<file path="src/rtl/core/rgbscl_pkg.sv">
// ----------------------------------------------------------------------------
// rgbscl_pkg
// Shared types and constants of the 5-to-4 RGB555 horizontal scaler.
// ----------------------------------------------------------------------------
package rgbscl_pkg;

    localparam int PALETTE_DEPTH_DEF = 256;
    localparam int QUEUE_DEPTH_DEF   = 4;
    localparam int CH_W              = 5;
    localparam int NUM_CH            = 3;
    localparam int COLOR_W           = CH_W * NUM_CH;

    typedef logic [2:0]         phase_t;
    typedef logic [COLOR_W-1:0] color_t;

    localparam phase_t PHASE_FIRST = 3'd0;
    localparam phase_t PHASE_LAST  = 3'd4;
    localparam phase_t GROUP_SIZE  = 3'd5;

    localparam logic CMD_PIXEL     = 1'b0;
    localparam logic CMD_PAL_WRITE = 1'b1;

    typedef struct packed {
        logic        cmd;
        logic [15:0] pixel;
        logic [7:0]  pal_addr;
        logic [15:0] pal_data;
    } in_item_t;

    typedef struct packed {
        logic [15:0] pixel_out;
        logic        group_last;
    } out_item_t;

    typedef struct packed {
        color_t prev;
        color_t cur;
        phase_t phase;
    } job_t;

endpackage

</file>
<file path="src/rtl/core/rgbscl_front.sv">
// ----------------------------------------------------------------------------
// rgbscl_front
// Item intake: palette store, colour resolution, group phase and previous pixel.
// ----------------------------------------------------------------------------
module rgbscl_front #(
    parameter int PALETTE_DEPTH = rgbscl_pkg::PALETTE_DEPTH_DEF
) (
    input  logic                clk,
    input  logic                rst_n,
    input  logic                item_valid,
    output logic                item_stall,
    input  rgbscl_pkg::in_item_t item,
    input  logic                cfg_valid,
    output logic                cfg_ready,
    input  logic                cfg_data,
    output logic                push,
    output rgbscl_pkg::job_t    push_job,
    input  logic                queue_full
);
    import rgbscl_pkg::*;

    localparam int         AW        = (PALETTE_DEPTH > 1) ? $clog2(PALETTE_DEPTH) : 1;
    localparam logic [8:0] DEPTH_LIM = 9'(PALETTE_DEPTH);

    logic [15:0] palette_mem [PALETTE_DEPTH];
    logic [15:0] rd_data_reg;

    logic   indexed_mode_reg;
    logic   f1_valid_reg, f1_valid_next;
    color_t f1_direct_reg;
    logic   f1_oob_reg;
    phase_t phase_reg, phase_next;
    color_t prev_reg, prev_next;

    logic   accept;
    logic   pix_accept;
    logic   wr_accept;
    logic   f1_advance;
    color_t color;

    assign cfg_ready  = 1'b1;
    assign item_stall = f1_valid_reg && queue_full;
    assign accept     = item_valid && !item_stall;
    assign pix_accept = accept && (item.cmd == CMD_PIXEL);
    assign wr_accept  = accept && (item.cmd == CMD_PAL_WRITE)
                        && ({1'b0, item.pal_addr} < DEPTH_LIM);
    assign f1_advance = f1_valid_reg && !queue_full;

    always_ff @(posedge clk)
    begin
        if (wr_accept)
        begin
            palette_mem[item.pal_addr[AW-1:0]] <= item.pal_data;
        end
        if (pix_accept)
        begin
            rd_data_reg   <= palette_mem[item.pixel[AW-1:0]];
            f1_direct_reg <= item.pixel[COLOR_W-1:0];
            f1_oob_reg    <= ({1'b0, item.pixel[7:0]} >= DEPTH_LIM);
        end
    end

    always_comb
    begin
        if (indexed_mode_reg)
        begin
            color = f1_oob_reg ? '0 : rd_data_reg[COLOR_W-1:0];
        end
        else
        begin
            color = f1_direct_reg;
        end
    end

    always_comb
    begin
        f1_valid_next = f1_valid_reg;
        phase_next    = phase_reg;
        prev_next     = prev_reg;
        if (f1_advance)
        begin
            f1_valid_next = 1'b0;
            phase_next    = (phase_reg == PHASE_LAST) ? PHASE_FIRST : phase_reg + 3'd1;
            prev_next     = color;
        end
        if (pix_accept)
        begin
            f1_valid_next = 1'b1;
        end
    end

    assign push     = f1_advance && (phase_reg != PHASE_FIRST);
    assign push_job = '{prev: prev_reg, cur: color, phase: phase_reg};

    always_ff @(posedge clk or negedge rst_n)
    begin
        if (!rst_n)
        begin
            indexed_mode_reg <= 1'b0;
            f1_valid_reg     <= 1'b0;
            phase_reg        <= PHASE_FIRST;
            prev_reg         <= '0;
        end
        else
        begin
            if (cfg_valid && cfg_ready)
            begin
                indexed_mode_reg <= cfg_data;
            end
            f1_valid_reg <= f1_valid_next;
            phase_reg    <= phase_next;
            prev_reg     <= prev_next;
        end
    end

`ifndef SYNTHESIS
    a_phase_range: assert property (@(posedge clk) disable iff (!rst_n)
        phase_reg <= PHASE_LAST)
        else $error("group phase out of range");

    a_hold_on_full: assert property (@(posedge clk) disable iff (!rst_n)
        (f1_valid_reg && queue_full) |=> (f1_valid_reg && $stable(phase_reg)))
        else $error("pending pixel lost while queue full");
`endif

endmodule

</file>
<file path="src/rtl/core/rgbscl_queue.sv">
// ----------------------------------------------------------------------------
// rgbscl_queue
// Short job queue between intake and blend pipeline.
// ----------------------------------------------------------------------------
module rgbscl_queue #(
    parameter int DEPTH = rgbscl_pkg::QUEUE_DEPTH_DEF
) (
    input  logic             clk,
    input  logic             rst_n,
    input  logic             push,
    input  rgbscl_pkg::job_t push_job,
    output logic             full,
    input  logic             pop,
    output logic             pop_valid,
    output rgbscl_pkg::job_t pop_job
);
    import rgbscl_pkg::*;

    localparam int PW = (DEPTH > 1) ? $clog2(DEPTH) : 1;

    job_t            q_mem [DEPTH];
    logic [PW-1:0]   wr_ptr_reg, wr_ptr_next;
    logic [PW-1:0]   rd_ptr_reg, rd_ptr_next;
    logic [PW:0]     count_reg, count_next;

    assign full      = (count_reg == (PW+1)'(DEPTH));
    assign pop_valid = (count_reg != '0);
    assign pop_job   = q_mem[rd_ptr_reg];

    always_ff @(posedge clk)
    begin
        if (push)
        begin
            q_mem[wr_ptr_reg] <= push_job;
        end
    end

    always_comb
    begin
        wr_ptr_next = wr_ptr_reg;
        rd_ptr_next = rd_ptr_reg;
        count_next  = count_reg;
        if (push)
        begin
            wr_ptr_next = (wr_ptr_reg == PW'(DEPTH - 1)) ? '0 : wr_ptr_reg + PW'(1);
        end
        if (pop)
        begin
            rd_ptr_next = (rd_ptr_reg == PW'(DEPTH - 1)) ? '0 : rd_ptr_reg + PW'(1);
        end
        if (push && !pop)
        begin
            count_next = count_reg + (PW+1)'(1);
        end
        else if (pop && !push)
        begin
            count_next = count_reg - (PW+1)'(1);
        end
    end

    always_ff @(posedge clk or negedge rst_n)
    begin
        if (!rst_n)
        begin
            wr_ptr_reg <= '0;
            rd_ptr_reg <= '0;
            count_reg  <= '0;
        end
        else
        begin
            wr_ptr_reg <= wr_ptr_next;
            rd_ptr_reg <= rd_ptr_next;
            count_reg  <= count_next;
        end
    end

`ifndef SYNTHESIS
    a_no_overflow: assert property (@(posedge clk) disable iff (!rst_n)
        !(push && full && !pop))
        else $error("push into full queue");

    a_no_underflow: assert property (@(posedge clk) disable iff (!rst_n)
        !(pop && !pop_valid))
        else $error("pop from empty queue");
`endif

endmodule

</file>
<file path="src/rtl/core/rgbscl_back.sv">
// ----------------------------------------------------------------------------
// rgbscl_back
// Blend pipeline: weighted channel sums, rounded division by five, output register.
// ----------------------------------------------------------------------------
module rgbscl_back (
    input  logic                  clk,
    input  logic                  rst_n,
    input  logic                  pop_valid,
    input  rgbscl_pkg::job_t      pop_job,
    output logic                  pop,
    output logic                  result_valid,
    input  logic                  result_stall,
    output rgbscl_pkg::out_item_t result
);
    import rgbscl_pkg::*;

    localparam int SUM_W       = 8;
    localparam int PROD_W      = 22;
    localparam int RECIP_10    = 6554;
    localparam int RECIP_SHIFT = 16;
    localparam int ROUND_BIAS  = 5;

    function automatic logic [SUM_W-1:0] blend_sum(input logic [CH_W-1:0] a,
                                                   input phase_t wa,
                                                   input logic [CH_W-1:0] b,
                                                   input phase_t wb);
        return SUM_W'(a) * SUM_W'(wa) + SUM_W'(b) * SUM_W'(wb);
    endfunction

    function automatic logic [CH_W-1:0] div10_round(input logic [SUM_W-1:0] s);
        logic [SUM_W:0]    x;
        logic [PROD_W-1:0] p;
        x = {s, 1'b0} + (SUM_W+1)'(ROUND_BIAS);
        p = PROD_W'(x) * PROD_W'(RECIP_10);
        return p[RECIP_SHIFT +: CH_W];
    endfunction

    logic             a_valid_reg;
    logic [SUM_W-1:0] a_sum_reg [NUM_CH];
    logic             a_last_reg;
    logic             b_valid_reg;
    logic [15:0]      b_pixel_reg;
    logic             b_last_reg;

    logic             a_free, b_free, a_move;
    phase_t           w_prev;
    logic [SUM_W-1:0] sum_next [NUM_CH];
    color_t           blended;

    assign b_free = !b_valid_reg || !result_stall;
    assign a_free = !a_valid_reg || b_free;
    assign pop    = pop_valid && a_free;
    assign a_move = a_valid_reg && b_free;
    assign w_prev = GROUP_SIZE - pop_job.phase;

    always_comb
    begin
        for (int c = 0; c < NUM_CH; c++)
        begin
            sum_next[c] = blend_sum(pop_job.prev[c*CH_W +: CH_W], w_prev,
                                    pop_job.cur[c*CH_W +: CH_W], pop_job.phase);
            blended[c*CH_W +: CH_W] = div10_round(a_sum_reg[c]);
        end
    end

    always_ff @(posedge clk)
    begin
        if (pop)
        begin
            a_sum_reg  <= sum_next;
            a_last_reg <= (pop_job.phase == PHASE_LAST);
        end
        if (a_move)
        begin
            b_pixel_reg <= {1'b1, blended};
            b_last_reg  <= a_last_reg;
        end
    end

    always_ff @(posedge clk or negedge rst_n)
    begin
        if (!rst_n)
        begin
            a_valid_reg <= 1'b0;
            b_valid_reg <= 1'b0;
        end
        else
        begin
            if (a_free)
            begin
                a_valid_reg <= pop;
            end
            if (b_free)
            begin
                b_valid_reg <= a_valid_reg;
            end
        end
    end

    assign result_valid = b_valid_reg;
    assign result       = '{pixel_out: b_pixel_reg, group_last: b_last_reg};

`ifndef SYNTHESIS
    a_stage_hold: assert property (@(posedge clk) disable iff (!rst_n)
        (a_valid_reg && !b_free) |=> (a_valid_reg && $stable(a_last_reg)))
        else $error("blend stage dropped a job under stall");

    a_mark_set: assert property (@(posedge clk) disable iff (!rst_n)
        (pop && a_free) |=> a_valid_reg)
        else $error("popped job not captured");
`endif

endmodule

</file>
<file path="src/rtl/core/rgb1555_five_to_four_scaler.sv">
// ----------------------------------------------------------------------------
// rgb1555_five_to_four_scaler
// Horizontal 5-to-4 downscaler for RGB555 pixels with optional palette.
// ----------------------------------------------------------------------------
// Usage
//   item channel (item_valid / item_stall / item): a pixel or a palette write
//   each transfer; one item per clock is taken while nothing downstream stalls.
//   result channel (result_valid / result_stall / result): four blended pixels
//   per five input pixels, group_last marking the fourth of each group.
//   cfg channel (cfg_valid / cfg_ready / cfg_data): indexed_mode, always ready;
//   write it only while the block is idle.
// Path: a pixel passes the palette read register, the job queue (QUEUE_DEPTH
//   entries, four by default), the sum stage and the rounded output register.
// Throughput: one item per clock while item_stall is low.
// Reset clears the group phase, the previous pixel and indexed_mode; palette
//   contents stay undefined until written.
// When the receiver stalls the result register holds, the queue fills, and
//   item_stall rises only once the queue is full and a pixel is pending.
// ----------------------------------------------------------------------------
module rgb1555_five_to_four_scaler #(
    parameter int PALETTE_DEPTH = rgbscl_pkg::PALETTE_DEPTH_DEF,
    parameter int QUEUE_DEPTH   = rgbscl_pkg::QUEUE_DEPTH_DEF
) (
    input  logic                  clk,
    input  logic                  rst_n,
    input  logic                  item_valid,
    output logic                  item_stall,
    input  rgbscl_pkg::in_item_t  item,
    output logic                  result_valid,
    input  logic                  result_stall,
    output rgbscl_pkg::out_item_t result,
    input  logic                  cfg_valid,
    output logic                  cfg_ready,
    input  logic                  cfg_data
);
    import rgbscl_pkg::*;

    logic push, full, pop, pop_valid;
    job_t push_job, pop_job;

    rgbscl_front #(
        .PALETTE_DEPTH (PALETTE_DEPTH)
    ) u_front (
        .clk        (clk),
        .rst_n      (rst_n),
        .item_valid (item_valid),
        .item_stall (item_stall),
        .item       (item),
        .cfg_valid  (cfg_valid),
        .cfg_ready  (cfg_ready),
        .cfg_data   (cfg_data),
        .push       (push),
        .push_job   (push_job),
        .queue_full (full)
    );

    rgbscl_queue #(
        .DEPTH (QUEUE_DEPTH)
    ) u_queue (
        .clk       (clk),
        .rst_n     (rst_n),
        .push      (push),
        .push_job  (push_job),
        .full      (full),
        .pop       (pop),
        .pop_valid (pop_valid),
        .pop_job   (pop_job)
    );

    rgbscl_back u_back (
        .clk          (clk),
        .rst_n        (rst_n),
        .pop_valid    (pop_valid),
        .pop_job      (pop_job),
        .pop          (pop),
        .result_valid (result_valid),
        .result_stall (result_stall),
        .result       (result)
    );

endmodule
</file>
<file path="config.mk">
export PLATFORM = sky130hd
export DESIGN_NAME = rgb1555_five_to_four_scaler
export DESIGN_NICKNAME = d
export VERILOG_FILES = /design/src/rtl/core/rgbscl_pkg.sv /design/src/rtl/core/rgbscl_front.sv /design/src/rtl/core/rgbscl_queue.sv /design/src/rtl/core/rgbscl_back.sv /design/src/rtl/core/rgb1555_five_to_four_scaler.sv
export SDC_FILE = /design/constraint.sdc
export NUM_CORES = 2
export LEC_CHECK = 0
export CAP_MARGIN = 20
export CORE_MARGIN = 2
export CORE_UTILIZATION = 45
export DETAILED_ROUTE_END_ITERATION = 10
export DONT_BUFFER_PORTS = 1
export GPL_TIMING_DRIVEN = 0
export SETUP_SLACK_MARGIN = 0.3
export SLEW_MARGIN = 20
export SYNTH_ARGS = -nofsm -noshare
export SYNTH_HDL_FRONTEND = slang
export SYNTH_MEMORY_MAX_BITS = 65536
export SYNTH_SLANG_ARGS = --single-unit
</file>
<file path="constraint.sdc">
create_clock -name clk -period 10.05 [get_ports clk]
set_input_delay 2.5125 -clock clk [delete_from_list [all_inputs] [get_ports clk]]
set_output_delay 2.5125 -clock clk [all_outputs]
set_load 0.01 [all_outputs]
</file>
==> results.md <==
* Status: finished with violations
* Failing checks: max-capacitance violations, max-slew violations
* TritonCTS clock tree: done
* Site Rows at 220
* Critical path launch point type: input pin
* Cell Pwr Density at 262 nW/um^2
* HP Class: reg -> reg
* Simple-gate portion of the synthesized area at 1.97%
* Initial Util at 45.1%
* CTS Buf Count at 419
* Largest net degree at the start of global routing at 257
* Boundary Pins at 67
* P_sw at 14.5 mW
* DRC Markers at 0
* Setup WS pre-CTS at 1.89 ns
* Area contributors post-synth: edfxtp_1 (75%), mux4_2 (12%), ha_1 (1.3%), fa_1 (1.3%), mux2i_1 (0.92%)
* Total wire length at 480 mm
* Clk Latency, worst-skew pair at 1.00 ns
* Number of flops mapped to enable cells by yosys at 4043
* Remaining antenna violation count at 0
* Initial antenna violation count at 43
* Flops & latches, synth at 4072
* R2R Setup Slk at 3.99 ns
* FMAX at 141 MHz
* Yosys warns at 0
* Critical path endpoint category: flop
* Setup bufs post-CTS at 0
* Final Skew at 0.0762 ns
* Core ar. at 359000 um^2
* Sequential area share after synthesis at 75.4%
* Sw Share at 29.8%
* Slowest cell on crit path: buf_1
* Number of global-route vias before repair at 82200
* Cells after Synth at 7562
* RSZ-0062 raised after global routing: false
* Final Slew Violations at 69
* TNS Setup at 0 ns
* Main combinational cell family by area after synthesis: multiplexers
* Die Area at 365000 um^2
* Clock root cell: clkbuf_16
* RePlAce Congestion at 0.917
* Final Setup Violations at 0
* Top cell by count, worst path: buf_2
* Final setup margin at 2.95 ns
* Critical path peak fanout at 10
* Die width at 604 um
* Syn-to-layout area delta at 14.9%
* Synth Area in Adders at 2.64%
* Sequential share of power at 40.4%
* Max Cap Violations at 1
* Setup Crit Path Kind: in -> reg
* Async SR Flop Fraction at 0.712%
* Static leakage at 59.9 nW
* Port buffer count at 0
* CP cell instances: buf_4 > nor2b_1 > buf_2 > buf_2 > buf_2 > buf_1 > buf_2 > a22oi_1 > a21oi_1 > a21oi_1 > nor3_2
* Number of vias per cell at 6.19
* Slew headroom at -6.32%
* Nets@finish at 8584
* Synth Area in XOR/XNOR at 0.357%
* Max reg flops at 3840
* Final Hold Fails at 0
* Main synth FF type: edfxtp_1
* Htree depth at 5
* Post-cts sizing count at 0
* Pint at 34.2 mW
* Yosys cell types at 62
* Hpwl dp at 320 mm
* Routed vias at 83200
* Clock transition at path regs at 0.06 ns
* CTS max path bufs at 4
* Gate power share at 28.2%
* Crit path required time at 10.73 ns
* Slowest cell delay on critical path at 0.78 ns
* Period utilisation layout at 70.6%
* Period minus WS final at 7.10 ns
* Cell taking the most area after synthesis: edfxtp_1
* Syn Area/Cell at 21.4 um^2
* Overflow after GRT at 0
* Clk network pwr share at 31.5%
* Drt first pass iters at 7
* First-pass GRT wire length at 657 mm
* Layout cells sized above 1 at 27.5%
* Number of fill cells at 27800
* Worst Tran Pin Value at 1.59 ns
* Data arrival, critical path at 7.78 ns
* Wire per inst at 35.7 um
* Initial drt markers at 11900
* Mux contribution to synthesized area at 14.5%
* Yosys top cell area share at 75.0%
* Bufs and invs on worst path at 6
* Clock sink count at 4072
* Overall Global Routing Usage at 26.1%
* Cell Area, Synth at 162000 um^2
* Post-synthesis compound-gate area fraction at 2.95%
* Synth cell count leaders: edfxtp_1 (4043), mux4_2 (891), nor2_1 (345)
* Most common cell in the netlist: edfxtp_1
* Die height at 604 um
* Post-CTS Hold Buffers at 0
* Max VDD drop at 0.427 mV
* Family with the most delay on the worst path: buffers and inverters
==> power by group through the flow <==
stage	registers [mW]	clock network [mW]	logic, mW
2_1_floorplan	20.0	0	10.1
3_3_place_gp	20.0	0	13.7
3_5_place_dp	20.0	0	13.9
4_1_cts	19.7	15.5	14.1
5_1_grt	19.7	16.1	15.9
6_report	19.7	15.3	13.7
==> metal layers <==
layer | GRT usage (%) | vias up | part of all wire (%)
li1 | - | 32900 | -
met1 | 35.6 | 44700 | 38
met2 | 40.6 | 4715 | 46
met3 | 5.40 | 875 | 10
met4 | 11.9 | 12 | 5.3
met5 | 0.277 | - | 0.041
==> path summary, 6_finish.rpt <==
path / from / cells past startpoint / endpoint
setup reg to reg: u_queue.rd_ptr_reg[0] / 17 / u_back.a_sum_reg[23]
hold / removal: u_back.a_last_reg / 0 / u_back.b_last_reg
hold reg to reg: u_back.a_last_reg / 0 / u_back.b_last_reg
max in group asynchronous: rst_n / 0 / u_front.prev_reg[0]
min in group asynchronous: rst_n / 0 / u_front.prev_reg[4]
setup / recovery: item[28] / 11 / u_front.rd_data_reg[8]
==> area by class of cell <==
cell class	count	area [um^2]	area share [%]
buffer	390	2580	1.39
clock inverter	247	2340	1.26
sequential	4072	122000	65.7
multi-input combinational	2858	37100	20.0
inverter	245	920	0.494
tap	4773	5970	3.21
timing repair buffer	273	3670	1.98
clock buffer	524	11100	5.97
antenna	69	173	0.0928
==> kinds of logic after synthesis <==
family	after synthesis
DFF	4072
muxes	1146
and+or+nand+nor	699
AOI/OAI and AO/OA	664
buffers and inverters	635
adders and majority gates	278
xor gates and xnor gates	66
other	2
==> through the flow <==
step,instance area (um^2),instances,util (%),hold WS [ns],total power [mW]
after detailed placement,172000,12600,48.1,0.411,34.0
after CTS,186000,13400,51.8,0.425,49.2
final,186000,13500,51.9,0.423,48.7
after global routing,186000,13400,51.9,0.443,51.8
after global placement,168000,12300,46.8,0.405,33.7
after floorplan,162000,7565,-,0.400,30.1
==> placed cells by master (no fill, tap or decap), types with 37 or more instances in the layout <==
cell          n
edfxtp_1   4043
mux4_2      891
clkbuf_16   425
nor2_2      251
inv_1       245
o22ai_1     214
clkbuf_1    209
buf_6       206
ha_1        172
mux2i_1     149
nand2_1     134
fa_1        106
buf_2       104
buf_8       101
clkinv_1     95
nor2_1       88
a22oi_1      83
a22o_1       82
clkinv_2     73
diode_2      69
a21oi_1      69
a211oi_1     65
mux2_2       55
buf_4        52
xnor2_1      51
mux4_1       51
nand3_1      38
and2_1       37
Note: power is estimated with default switching activity, not from simulation.
